--- config.mk ---
export PLATFORM = sky130hd
export DESIGN_NAME = dust_sensor_frame_parser_top_flat
export DESIGN_NICKNAME = d
export VERILOG_FILES = /design/src/sv/dsfp_pkg.sv /design/src/sv/dsfp_if.sv /design/src/sv/dsfp_front.sv /design/src/sv/dsfp_queue.sv /design/src/sv/dsfp_back.sv /design/src/sv/dust_sensor_frame_parser_top.sv /design/src/flat_wrapper.sv
export VERILOG_INCLUDE_DIRS = /design/src /design/src/sv
export SDC_FILE = /design/constraint.sdc
export NUM_CORES = 1
export LEC_CHECK = 0
export BUFFER_PORTS_ARGS = -buffer_cell sky130_fd_sc_hd__buf_2
export CAP_MARGIN = 10
export CORE_MARGIN = 5
export CORE_UTILIZATION = 47
export CTS_CLUSTER_DIAMETER = 80
export CTS_CLUSTER_SIZE = 20
export DETAILED_ROUTE_END_ITERATION = 12
export PLACE_DENSITY = 0.72
export SLEW_MARGIN = 5
export SYNTH_ARGS = -nofsm -noshare
export SYNTH_HDL_FRONTEND = slang
export SYNTH_SLANG_ARGS = --single-unit
--- constraint.sdc ---
create_clock -name clk -period 8.1 [get_ports clk]
set_clock_uncertainty 0.15 [all_clocks]
set_input_delay 0 -clock clk [delete_from_list [all_inputs] [get_ports clk]]
set_output_delay 0 -clock clk [all_outputs]
set_load 0.05 [all_outputs]
--- src/sv/assert_macros.svh ---
// assertion macros shared by the frame parser modules
`ifndef ASSERT_MACROS_SVH
`define ASSERT_MACROS_SVH

// clocked check, off while in reset
`define DSFP_ASSERT(label, prop, msg) \
  label: assert property (@(posedge clk) disable iff (!rst_n) prop) else $error(msg);

// clocked implication, off while in reset
`define DSFP_ASSERT_IMP(label, cond, prop, msg) \
  label: assert property (@(posedge clk) disable iff (!rst_n) (cond) |-> (prop)) \
    else $error(msg);

`endif

--- src/sv/dsfp_pkg.sv ---
// types, constants and helpers of the dust sensor frame parser
`timescale 1ns / 1ps
package dsfp_pkg;

  localparam int FRAME_BYTES = 10;
  localparam logic [3:0] LAST_INDEX = 4'(FRAME_BYTES - 1);

  localparam logic [7:0] HEAD_BYTE = 8'hAA;
  localparam logic [7:0] CMD_BYTE  = 8'hC0;
  localparam logic [7:0] TAIL_BYTE = 8'hAB;

  localparam logic [15:0] DIV10_MUL   = 16'hCCCD;
  localparam int          DIV10_SHIFT = 19;

  typedef enum logic [0:0] {
    KIND_BYTE    = 1'b0,
    KIND_TIMEOUT = 1'b1
  } kind_t;

  typedef enum logic [0:0] {
    CFG_REPORT_MODE   = 1'b0,
    CFG_PARTICLE_SIZE = 1'b1
  } cfg_index_t;

  typedef enum logic [0:0] {
    MODE_BOTH   = 1'b0,
    MODE_SINGLE = 1'b1
  } report_mode_t;

  typedef enum logic [1:0] {
    SIZE_PM25 = 2'd0,
    SIZE_PM10 = 2'd1,
    SIZE_UNSUP = 2'd2,
    SIZE_RSVD = 2'd3
  } particle_size_t;

  typedef enum logic [2:0] {
    ST_BOTH_OK   = 3'd0,
    ST_SINGLE_OK = 3'd1,
    ST_FRAMING   = 3'd2,
    ST_CHECKSUM  = 3'd3,
    ST_UNSUP     = 3'd4
  } status_t;

  typedef enum logic [1:0] {
    VERD_FRAMING  = 2'd0,
    VERD_CHECKSUM = 2'd1,
    VERD_GOOD     = 2'd2
  } verdict_t;

  typedef struct packed {
    verdict_t    verdict;
    logic [15:0] pm25_raw;
    logic [15:0] pm10_raw;
  } rec_t;

  // exact for every 16-bit value
  function automatic logic [12:0] div10(input logic [15:0] x);
    logic [31:0] prod;
    prod = x * DIV10_MUL;
    return prod[DIV10_SHIFT +: 13];
  endfunction

endpackage

--- src/sv/dsfp_if.sv ---
// valid/ready channel interfaces of the frame parser
`timescale 1ns / 1ps
interface dsfp_in_if;
  logic       valid;
  logic       ready;
  logic [0:0] kind;
  logic [7:0] rx_byte;

  modport source (output valid, kind, rx_byte, input ready);
  modport sink   (input valid, kind, rx_byte, output ready);
endinterface

interface dsfp_out_if;
  logic        valid;
  logic        ready;
  logic [2:0]  status;
  logic [12:0] pm25_value;
  logic [12:0] pm10_value;
  logic [12:0] single_value;

  modport source (output valid, status, pm25_value, pm10_value, single_value, input ready);
  modport sink   (input valid, status, pm25_value, pm10_value, single_value, output ready);
endinterface

--- src/sv/dsfp_front.sv ---
// frame assembly and verdict of each received frame
`timescale 1ns / 1ps
`include "assert_macros.svh"
module dsfp_front (
  input  logic           clk,
  input  logic           rst_n,
  dsfp_in_if.sink        in_ch,
  input  logic           q_full,
  output logic           push,
  output dsfp_pkg::rec_t push_rec
);
  import dsfp_pkg::*;

  logic [3:0]  byte_index_r, byte_index_nxt;
  logic        markers_ok_r, markers_ok_nxt;
  logic [7:0]  running_sum_r, running_sum_nxt;
  logic [15:0] pm25_raw_r, pm25_raw_nxt;
  logic [15:0] pm10_raw_r, pm10_raw_nxt;
  logic [7:0]  received_sum_r, received_sum_nxt;

  logic accept;
  logic is_timeout;
  logic is_last;
  logic tail_ok;
  logic [7:0] b;

  assign in_ch.ready = !q_full;
  assign accept      = in_ch.valid && in_ch.ready;
  assign b           = in_ch.rx_byte;
  assign is_timeout  = (kind_t'(in_ch.kind) == KIND_TIMEOUT);
  assign is_last     = (byte_index_r >= LAST_INDEX);
  assign tail_ok     = markers_ok_r && (b == TAIL_BYTE);
  assign push        = accept && (is_timeout || is_last);

  always_comb begin
    push_rec.pm25_raw = pm25_raw_r;
    push_rec.pm10_raw = pm10_raw_r;
    priority if (is_timeout || !tail_ok) begin
      push_rec.verdict = VERD_FRAMING;
    end else if (running_sum_r != received_sum_r) begin
      push_rec.verdict = VERD_CHECKSUM;
    end else begin
      push_rec.verdict = VERD_GOOD;
    end
  end

  always_comb begin
    byte_index_nxt   = byte_index_r;
    markers_ok_nxt   = markers_ok_r;
    running_sum_nxt  = running_sum_r;
    pm25_raw_nxt     = pm25_raw_r;
    pm10_raw_nxt     = pm10_raw_r;
    received_sum_nxt = received_sum_r;
    if (accept) begin
      if (is_timeout || is_last) begin
        byte_index_nxt   = '0;
        markers_ok_nxt   = 1'b1;
        running_sum_nxt  = '0;
        pm25_raw_nxt     = '0;
        pm10_raw_nxt     = '0;
        received_sum_nxt = '0;
      end else begin
        unique case (byte_index_r)
          4'd0: if (b != HEAD_BYTE) markers_ok_nxt = 1'b0;
          4'd1: if (b != CMD_BYTE) markers_ok_nxt = 1'b0;
          4'd2: pm25_raw_nxt[7:0]  = b;
          4'd3: pm25_raw_nxt[15:8] = b;
          4'd4: pm10_raw_nxt[7:0]  = b;
          4'd5: pm10_raw_nxt[15:8] = b;
          4'd8: received_sum_nxt   = b;
          default: ;
        endcase
        if (byte_index_r >= 4'd2 && byte_index_r <= 4'd7) begin
          running_sum_nxt = running_sum_r + b;
        end
        byte_index_nxt = byte_index_r + 4'd1;
      end
    end
  end

  always_ff @(posedge clk) begin
    if (!rst_n) begin
      byte_index_r   <= '0;
      markers_ok_r   <= 1'b1;
      running_sum_r  <= '0;
      pm25_raw_r     <= '0;
      pm10_raw_r     <= '0;
      received_sum_r <= '0;
    end else begin
      byte_index_r   <= byte_index_nxt;
      markers_ok_r   <= markers_ok_nxt;
      running_sum_r  <= running_sum_nxt;
      pm25_raw_r     <= pm25_raw_nxt;
      pm10_raw_r     <= pm10_raw_nxt;
      received_sum_r <= received_sum_nxt;
    end
  end

  `DSFP_ASSERT_IMP(a_push_restarts_frame, push, ##1 (byte_index_r == 4'd0 && markers_ok_r), "frame state not cleared after verdict")
  `DSFP_ASSERT(a_index_in_frame, byte_index_r <= LAST_INDEX, "byte index beyond frame")

endmodule

--- src/sv/dsfp_queue.sv ---
// two-entry queue between frame front and result back
`timescale 1ns / 1ps
`include "assert_macros.svh"
module dsfp_queue (
  input  logic           clk,
  input  logic           rst_n,
  input  logic           push,
  input  dsfp_pkg::rec_t push_rec,
  output logic           full,
  input  logic           pop,
  output logic           rd_valid,
  output dsfp_pkg::rec_t rd_rec
);
  import dsfp_pkg::*;

  rec_t       mem_r [2];
  logic       wr_ptr_r, wr_ptr_nxt;
  logic       rd_ptr_r, rd_ptr_nxt;
  logic [1:0] count_r, count_nxt;

  assign full     = (count_r == 2'd2);
  assign rd_valid = (count_r != 2'd0);
  assign rd_rec   = mem_r[rd_ptr_r];

  always_comb begin
    wr_ptr_nxt = wr_ptr_r;
    rd_ptr_nxt = rd_ptr_r;
    count_nxt  = count_r;
    if (push) wr_ptr_nxt = !wr_ptr_r;
    if (pop) rd_ptr_nxt = !rd_ptr_r;
    unique case ({push, pop})
      2'b10:   count_nxt = count_r + 2'd1;
      2'b01:   count_nxt = count_r - 2'd1;
      default: count_nxt = count_r;
    endcase
  end

  always_ff @(posedge clk) begin
    if (push) mem_r[wr_ptr_r] <= push_rec;
  end

  always_ff @(posedge clk) begin
    if (!rst_n) begin
      wr_ptr_r <= 1'b0;
      rd_ptr_r <= 1'b0;
      count_r  <= '0;
    end else begin
      wr_ptr_r <= wr_ptr_nxt;
      rd_ptr_r <= rd_ptr_nxt;
      count_r  <= count_nxt;
    end
  end

  `DSFP_ASSERT(a_no_push_full, !(push && full), "push into full queue")
  `DSFP_ASSERT(a_no_pop_empty, !(pop && !rd_valid), "pop from empty queue")
  `DSFP_ASSERT(a_ptr_count, (count_r == 2'd1) == (wr_ptr_r != rd_ptr_r), "queue pointers and count disagree")

endmodule

--- src/sv/dsfp_back.sv ---
// config registers, divide by ten, value selection and output register
`timescale 1ns / 1ps
`include "assert_macros.svh"
module dsfp_back (
  input  logic           clk,
  input  logic           rst_n,
  input  logic           cfg_we,
  input  logic [0:0]     cfg_index,
  input  logic [1:0]     cfg_wdata,
  input  logic           rd_valid,
  input  dsfp_pkg::rec_t rd_rec,
  output logic           pop,
  dsfp_out_if.source     out_ch
);
  import dsfp_pkg::*;

  report_mode_t   report_mode_r;
  particle_size_t particle_size_r;

  logic        out_valid_r;
  status_t     status_r;
  logic [12:0] pm25_r, pm10_r, single_r;

  status_t     status_nxt;
  logic [12:0] pm25_nxt, pm10_nxt, single_nxt;
  logic [12:0] v25, v10;

  assign pop = rd_valid && (!out_valid_r || out_ch.ready);
  assign v25 = div10(rd_rec.pm25_raw);
  assign v10 = div10(rd_rec.pm10_raw);

  always_ff @(posedge clk) begin
    if (!rst_n) begin
      report_mode_r   <= MODE_BOTH;
      particle_size_r <= SIZE_PM25;
    end else if (cfg_we) begin
      unique case (cfg_index_t'(cfg_index))
        CFG_REPORT_MODE:   report_mode_r   <= report_mode_t'(cfg_wdata[0]);
        CFG_PARTICLE_SIZE: particle_size_r <= particle_size_t'(cfg_wdata);
        default: ;
      endcase
    end
  end

  always_comb begin
    status_nxt = ST_FRAMING;
    pm25_nxt   = '0;
    pm10_nxt   = '0;
    single_nxt = '0;
    unique case (rd_rec.verdict)
      VERD_CHECKSUM: status_nxt = ST_CHECKSUM;
      VERD_GOOD: begin
        if (report_mode_r == MODE_BOTH) begin
          status_nxt = ST_BOTH_OK;
          pm25_nxt   = v25;
          pm10_nxt   = v10;
        end else begin
          unique case (particle_size_r)
            SIZE_PM25: begin
              status_nxt = ST_SINGLE_OK;
              pm25_nxt   = v25;
              pm10_nxt   = v10;
              single_nxt = v25;
            end
            SIZE_PM10: begin
              status_nxt = ST_SINGLE_OK;
              pm25_nxt   = v25;
              pm10_nxt   = v10;
              single_nxt = v10;
            end
            default: status_nxt = ST_UNSUP;
          endcase
        end
      end
      default: status_nxt = ST_FRAMING;
    endcase
  end

  always_ff @(posedge clk) begin
    if (!rst_n) begin
      out_valid_r <= 1'b0;
    end else if (pop) begin
      out_valid_r <= 1'b1;
    end else if (out_ch.ready) begin
      out_valid_r <= 1'b0;
    end
  end

  always_ff @(posedge clk) begin
    if (pop) begin
      status_r <= status_nxt;
      pm25_r   <= pm25_nxt;
      pm10_r   <= pm10_nxt;
      single_r <= single_nxt;
    end
  end

  assign out_ch.valid        = out_valid_r;
  assign out_ch.status       = status_r;
  assign out_ch.pm25_value   = pm25_r;
  assign out_ch.pm10_value   = pm10_r;
  assign out_ch.single_value = single_r;

  `DSFP_ASSERT_IMP(a_pop_loads_output, pop, ##1 out_valid_r, "popped record not presented")

endmodule

--- src/sv/dust_sensor_frame_parser_top.sv ---
// dust sensor frame parser: one byte or timeout beat per cycle while in_ch.ready is high,
// one result per frame, valid once its verdict has passed the queue and output register
// throughput: one input beat per cycle while the queue is not full; a stalled output
// holds up to two verdicts in the queue before in_ch.ready drops
// reset (synchronous, rst_n low): frame state cleared, config at defaults, queue empty
`timescale 1ns / 1ps
module dust_sensor_frame_parser_top (
  input  logic       clk,
  input  logic       rst_n,
  input  logic       cfg_we,
  input  logic [0:0] cfg_index,
  input  logic [1:0] cfg_wdata,
  dsfp_in_if.sink    in_ch,
  dsfp_out_if.source out_ch
);
  import dsfp_pkg::*;

  logic q_full;
  logic push;
  logic pop;
  logic rd_valid;
  rec_t push_rec;
  rec_t rd_rec;

  dsfp_front u_front (
    .clk      (clk),
    .rst_n    (rst_n),
    .in_ch    (in_ch),
    .q_full   (q_full),
    .push     (push),
    .push_rec (push_rec)
  );

  dsfp_queue u_queue (
    .clk      (clk),
    .rst_n    (rst_n),
    .push     (push),
    .push_rec (push_rec),
    .full     (q_full),
    .pop      (pop),
    .rd_valid (rd_valid),
    .rd_rec   (rd_rec)
  );

  dsfp_back u_back (
    .clk       (clk),
    .rst_n     (rst_n),
    .cfg_we    (cfg_we),
    .cfg_index (cfg_index),
    .cfg_wdata (cfg_wdata),
    .rd_valid  (rd_valid),
    .rd_rec    (rd_rec),
    .pop       (pop),
    .out_ch    (out_ch)
  );

endmodule
--- src/flat_wrapper.sv ---
// flat-port wrapper written by rule: the top's interface ports become plain ports
module dust_sensor_frame_parser_top_flat import dsfp_pkg::*;
  (clk, rst_n, cfg_we, cfg_index, cfg_wdata, in_ch_valid, in_ch_kind, in_ch_rx_byte, in_ch_ready, out_ch_valid, out_ch_status, out_ch_pm25_value, out_ch_pm10_value, out_ch_single_value, out_ch_ready);
  dsfp_in_if in_ch_i ();
  dsfp_out_if out_ch_i ();
  input  logic clk;
  input  logic rst_n;
  input  logic cfg_we;
  input  logic [0:0] cfg_index;
  input  logic [1:0] cfg_wdata;
  input wire logic [$bits(in_ch_i.valid)-1:0] in_ch_valid;
  input wire logic [$bits(in_ch_i.kind)-1:0] in_ch_kind;
  input wire logic [$bits(in_ch_i.rx_byte)-1:0] in_ch_rx_byte;
  output wire logic [$bits(in_ch_i.ready)-1:0] in_ch_ready;
  output wire logic [$bits(out_ch_i.valid)-1:0] out_ch_valid;
  output wire logic [$bits(out_ch_i.status)-1:0] out_ch_status;
  output wire logic [$bits(out_ch_i.pm25_value)-1:0] out_ch_pm25_value;
  output wire logic [$bits(out_ch_i.pm10_value)-1:0] out_ch_pm10_value;
  output wire logic [$bits(out_ch_i.single_value)-1:0] out_ch_single_value;
  input wire logic [$bits(out_ch_i.ready)-1:0] out_ch_ready;
  assign in_ch_i.valid = in_ch_valid;
  assign in_ch_i.kind = in_ch_kind;
  assign in_ch_i.rx_byte = in_ch_rx_byte;
  assign in_ch_ready = in_ch_i.ready;
  assign out_ch_valid = out_ch_i.valid;
  assign out_ch_status = out_ch_i.status;
  assign out_ch_pm25_value = out_ch_i.pm25_value;
  assign out_ch_pm10_value = out_ch_i.pm10_value;
  assign out_ch_single_value = out_ch_i.single_value;
  assign out_ch_i.ready = out_ch_ready;
  dust_sensor_frame_parser_top u_core (.clk(clk), .rst_n(rst_n), .cfg_we(cfg_we), .cfg_index(cfg_index), .cfg_wdata(cfg_wdata), .in_ch(in_ch_i), .out_ch(out_ch_i));
endmodule
-- Yosys cells after proc, flatten, opt, wreduce, memory -nomap -nowiden
Memory sizes are Yosys's and may differ from the RTL's. A register that Yosys moved wholly into a read port is not among the register bits.
Cells that the tools add are included.
- bits in writable memories: 68
- logic and storage cells: 115
- memories: 1
- output and inout bits: 44
- register bits: 103
- input port bits: 17
- memories (memory ; words ; width ; read ports ; clocked after Yosys merged registers in ; write ports ; line ; text):
    u_core.u_queue.mem_r ; 2 ; 34 ; 1 ; 1 ; 1 ; dsfp_queue.sv:16 ; rec_t mem_r [2];
- bitwise operators: 1
- add/sub/neg operators: 4
- equality and inequality tests: 18
- mux-type cells: 32
- magnitude comparators: 3
- reductions and logical operators: 36
- multipliers: 2
- operators with widths (kind ; count):
    16-bit by 16-bit multiplier with 32-bit output, second input constant ; 2
    8-bit two-way mux ; 8
    13-bit two-way mux ; 4
    16-bit two-way mux ; 2
    13-bit one-hot mux with 2 select lines ; 1
    2-bit AND reduction ; 9
    2-bit nonzero test ; 9
    8-bit inequality test, second input constant ; 2
    1-bit two-way mux ; 9
    8-bit adder ; 1
    4-bit by 2-bit == test with 1-bit output, second input constant ; 2
    4-bit by 3-bit == test with 1-bit output, second input constant ; 2
    8-bit == test, second input constant ; 1
    8-bit inequality test ; 1
    2-bit by 1-bit == test with 1-bit output, second input constant ; 3
    2-bit == test, second input constant ; 3
    3-bit two-way mux ; 2
    3-bit inequality test, second input constant ; 2
    3-bit one-hot mux with 2 select lines ; 1
    1-bit logical AND ; 5
    1-bit zero test ; 5
    4-bit by 1-bit adder with 4-bit output, second input constant ; 1
    4-bit by 1-bit == test with 1-bit output, second input constant ; 1
    4-bit == test, second input constant ; 1
    16 further kinds ; 19

-- Logic depth before layout (Yosys ltp)
- word-level depth: 6
- mapped depth: 26
- gate-level depth less buffers: 24

-- Modules after synthesis
A second synthesis with hierarchy kept.
- cell total of the unflattened synthesis: 1516
- area, all modules: 16195.5 um^2
- by module, submodules not included (module ; area an instance (um^2) ; seq. area each (um^2) ; instances ; cells each):
    dsfp_back ; 10976.8 ; 1341.3 ; 1 ; 1092
    dsfp_queue ; 2663.8 ; 2142.1 ; 1 ; 128
    dsfp_front ; 2555.0 ; 1061.0 ; 1 ; 296

-- Worst setup path before layout
No wires, ideal clock.
- path type: reg-to-reg
- start point: register with a tool-made name
- end point: register u_core.u_back.single_r[8], in the netlist u_core.u_back.out_ch.single_value[8] (data pin)
- arrival time: 6259 ps
- stages on the path, launching flop included: 25
- slack: 1436 ps
- period minus slack after synthesis: 6664 ps
- required time: 7696 ps
- library setup time: 254 ps
- buffers on the path: 3
- cell sequence: dfxtp_1 buf_6 clkbuf_1 clkbuf_1 mux2_2 ha_1 inv_1 fa_1 inv_1 fa_1 fa_1 fa_1 inv_1 fa_1 inv_1 ha_1 a2111oi_0 o211a_1 o221ai_1 a21oi_4 o21bai_1 a21oi_2 xor2_1 nor2_1 o21a_1
- RTL lines (element ; line ; text):
    to (signal assigned) ; dsfp_back.sv:94 ; single_r <= single_nxt;
    to (decl) ; dsfp_back.sv:22 ; logic [12:0] pm25_r, pm10_r, single_r;

==> impl_metrics.py <==
metrics = {
    "outcome": {
        "outcome": "completed",
    },
    "placement": {
        "place_hpwl_um": 27620,
        "portBuffers": 60,
        "gp_congestion": 0.9577,
    },
    "yosys": {
        "ys_ff_latch": 172,
        "ys_types": 64,
        "synthTopCellsByArea": "ha_1, edfxtp_1, fa_1, dfxtp_1, inv_1",
        "synth_xor_area_share_pct": 3.324,
        "synth_edf_count": 110,
        "async_reset_ff_share_pct": 0,
        "ys_seq_area_share_pct": 28.27,
        "yosysTopAreaCell": "ha_1",
        "synth_nets": 1966,
        "ys_warn_count": 0,
        "synth_fa_ha_area_share_pct": 41.04,
        "syn_area_um2": 16070,
        "synth.top_cell.area_share_pct": 21.49,
        "synthSimpleGateAreaFrac_pct": 9.147,
        "synth_top_family_by_area": "adder cells",
        "avgSynthCellArea_um2": 10.60,
        "synth_flop_cell": "edfxtp_1",
        "syn_inst": 1516,
        "muxShareOfSynthArea_pct": 2.678,
        "synth-compound-area-share_pct": 7.535,
    },
    "floorplan": {
        "initial_core_util_pct": 47.81,
        "die_y_um": 194.9,
        "io-pin-count": 61,
        "rows": 67,
        "die_x_um": 194.9,
        "die_area_um2": 38000,
        "core-area_um2": 33620,
    },
    "setup_path": {
        "crit_arrival_ps": 6740,
        "required_ps": 8140,
        "crit_buf_inv": 4,
        "end_kind": "register",
        "worstReg2RegEnd": "u_core.u_back.out_ch.single_value[8]",
        "crit_path_frequent_cell": "fa_1",
        "slowest_stage": "fa_1",
        "r2r_setup_slack_ps": 1410,
        "cpPeakStageDelay_ps": 500,
        "crit_type": "reg2reg",
        "critical_path.max_fanout": 18,
        "cpLargestDelayFamily": "adder cells",
        "r2r_cells": 23,
        "startpoint_type": "register",
        "path_cells": "buf_4, mux2i_1, inv_1, ha_1, xor2_1, ha_1, a21o_1, fa_1, fa_1, fa_1, inv_1, fa_1, inv_1, ha_1, a2111oi_0, o211a_1, o221ai_1, a21oi_4, o21bai_1, a21oi_2, xor2_1, nor2_1, o21a_1",
    },
    "global_routing": {
        "grt-ovfl-total": 0,
        "grtUsageTotal_pct": 18.01,
        "grt_max_degree": 63,
        "grt_pass1_vias": 10920,
        "grt_pass1_wl_um": 56040,
        "antenna_found_initial": 0,
    },
    "layout": {
        "drive_above_1_share_pct": 9.097,
        "area_growth_pct": 10.09,
        "antennaDiodeCount": 0,
        "nFillCells": 2955,
        "final_nets": 2042,
    },
    "clocking": {
        "clkSinkCount": 172,
        "numCtsBuffers": 17,
        "cts_tree": "yes",
        "clkSlewWorstSetupHoldPaths_ps": 80,
        "htree_levels": 4,
        "cts_hold_buffers": 19,
        "cts_resized": 0,
        "clkLatencyLatePin_ps": 440,
        "post_cts_buffers": 0,
        "clockRootBuffer": "clkbuf_16",
        "clockBufferDepth": 2,
    },
    "timing": {
        "rsz0062_at_grt": "no",
        "fin_tns_setup_ps": 0,
        "fin_crit_ps": 6693,
        "fmax_mhz": 149.4,
        "worstMarginPinSlew_ps": 935.2,
        "slew_viol_final": 0,
        "hold_viol": 0,
        "period_share_pct": 82.63,
        "max_slew_margin_pct": 37.23,
        "setup_viol": 0,
    },
    "drt": {
        "routed_via_density": 5.150,
        "route.detailed.drc": 0,
        "antenna_left": 0,
        "drt_first_pass_iters": 6,
        "wirelength_um": 33460,
        "route.detailed.wl_per_inst_um": 16.30,
        "drtIter0Drc": 565,
        "dr_total_vias": 10570,
    },
    "worst_hold_path": {
        "holdPathStages": 4,
        "min_to": "u_core.u_front.received_sum_r[3]",
        "hold_start": "in_ch_rx_byte[3]",
        "hold_path_class": "in2reg",
    },
    "job": {
        "drv_cap": 0,
    },
}
## cell families (layout without fill, tap and decap cells)
logic type	count (synthesis)	after routing
AND/OR/NAND/NOR	287	287
buffers and inverters	340	429
flip-flops	172	172
XOR/XNOR	61	61
adder cells (fa/ha/maj)	433	433
multiplexers	39	39
AO/OA/AOI/OAI	184	184
## per-stage QoR
| stage | setup WS, ps | hold WS (ps) | cell area, µm² | instances | utilization, % |
|---|---|---|---|---|---|
| 4_1_cts | 1391 | 2.533 | 17690 | 2053 | 52.64 |
| 2_1_floorplan | 1436 | 6.098 | 16070 | 1516 | - |
| 6_report | 1407 | 23.58 | 17690 | 2053 | 52.64 |
| 3_3_place_gp | 1618 | 120.3 | 16880 | 2002 | 50.23 |
| 5_1_grt | 1033 | 31.15 | 17690 | 2053 | 52.64 |
| 3_5_place_dp | 1405 | 132.9 | 16880 | 2002 | 50.23 |
## layer usage
metal / routed length [µm] / track usage, %
met1: 15600 / 25.32
met2: 15630 / 29.71
met3: 1666 / 2.891
met4: 561 / 3.750
met5: 0 / 0
## worst register-to-register path, cell delays in order, from the launching register on
cell,delay [ps]
dfxtp_1,340
buf_4,290
mux2i_1,360
inv_1,150
ha_1,400
xor2_1,170
ha_1,200
a21o_1,170
fa_1,430
fa_1,500
fa_1,500
inv_1,50
fa_1,470
inv_1,40
ha_1,350
a2111oi_0,490
o211a_1,250
o221ai_1,150
a21oi_4,240
o21bai_1,140
a21oi_2,170
xor2_1,190
nor2_1,60
o21a_1,190
## placed cells by master (no fill, tap or decap), types with 4 or more instances in the layout
cell type      netlist  routed
o22ai_1              5       5
and2_1              46      46
nand2_1             68      68
fa_1               157     157
buf_2                2      60
nand4_1             14      14
a21oi_1             46      46
or2_2                4       4
edfxtp_1           110     110
mux2_2              24      24
o21bai_1            11      10
nor2b_1             29      29
xor2_1              36      36
o21ai_0             50      50
ha_1               276     276
dlygate4sd3_1        0      19
xnor2_1             25      25
a21o_1              22      22
and3_1               4       4
o21a_1               6       6
mux2i_1             13      13
nor2_1              44      41
a22oi_1              7       7
or3_1                5       5
nor3_1               7       7
clkbuf_16            0      17
buf_4                0       7
a31oi_1              5       5
clkinv_8             0       7
dfxtp_1             62      62
nand3_1             50      50
inv_1              310     310
a211oi_2             4       4
## synthesized netlist by cell type (3+ instances only)
cell,instances
mux2i_1,13
and3_1,4
and4_1,3
or3_1,5
and2_1,46
o21a_1,6
o21bai_1,11
a211oi_2,4
nor2_1,44
clkbuf_1,26
nor4_1,3
o22ai_1,5
o21ai_0,50
or2_2,4
mux2_2,24
nand3_1,50
inv_1,310
nand2b_1,3
a21o_1,22
edfxtp_1,110
nand2_1,68
xnor2_1,25
nor3_1,7
xor2_1,36
fa_1,157
a21boi_0,3
o31a_1,3
ha_1,276
nand4_1,14
nor2b_1,29
a22oi_1,7
a31oi_1,5
dfxtp_1,62
a21oi_1,46
## cell type report
type | instances | area (µm²) | share of cell area [%]
clock buffer | 17 | 425.4 | 2.404
timing repair buffer | 86 | 543.0 | 3.069
multi-input combinational | 1004 | 10260 | 57.98
clock inverter | 15 | 195.2 | 1.103
inverter | 311 | 1167 | 6.597
tap | 448 | 560.5 | 3.168
sequential | 172 | 4544 | 25.68
## worst max path at each step
stage | endpoint | depth (start not counted)
floorplan | u_core.u_back.out_ch.single_value[8] | 24
global placement | u_core.u_back.out_ch.single_value[12] | 23
detailed placement | u_core.u_back.out_ch.single_value[8] | 23
CTS | u_core.u_back.out_ch.single_value[8] | 23
global route | u_core.u_back.out_ch.single_value[8] | 23
finish | u_core.u_back.out_ch.single_value[8] | 23
## registers in the layout, indices dropped and copies added, names as in the netlist, named ones only
register / flops
u_core.u_back.out_ch.pm10_value: 13
u_core.u_back.out_ch.pm25_value: 13
u_core.u_back.out_ch.single_value: 13
u_core.u_back.out_ch.status: 3
u_core.u_back.out_ch.valid: 1
u_core.u_back.particle_size_r: 2
u_core.u_back.report_mode_r: 1
u_core.u_front.byte_index_r: 4
u_core.u_front.markers_ok_r: 1
u_core.u_front.pm10_raw_r: 16
u_core.u_front.pm25_raw_r: 16
u_core.u_front.received_sum_r: 8
u_core.u_front.running_sum_r: 8
u_core.u_queue.count_r: 2
u_core.u_queue.mem_r: 68
u_core.u_queue.rd_ptr_r: 1
u_core.u_queue.wr_ptr_r: 1
Power is not shown: default switching activity piles up to over one toggle a cycle in this logic, so the estimate is an artifact.
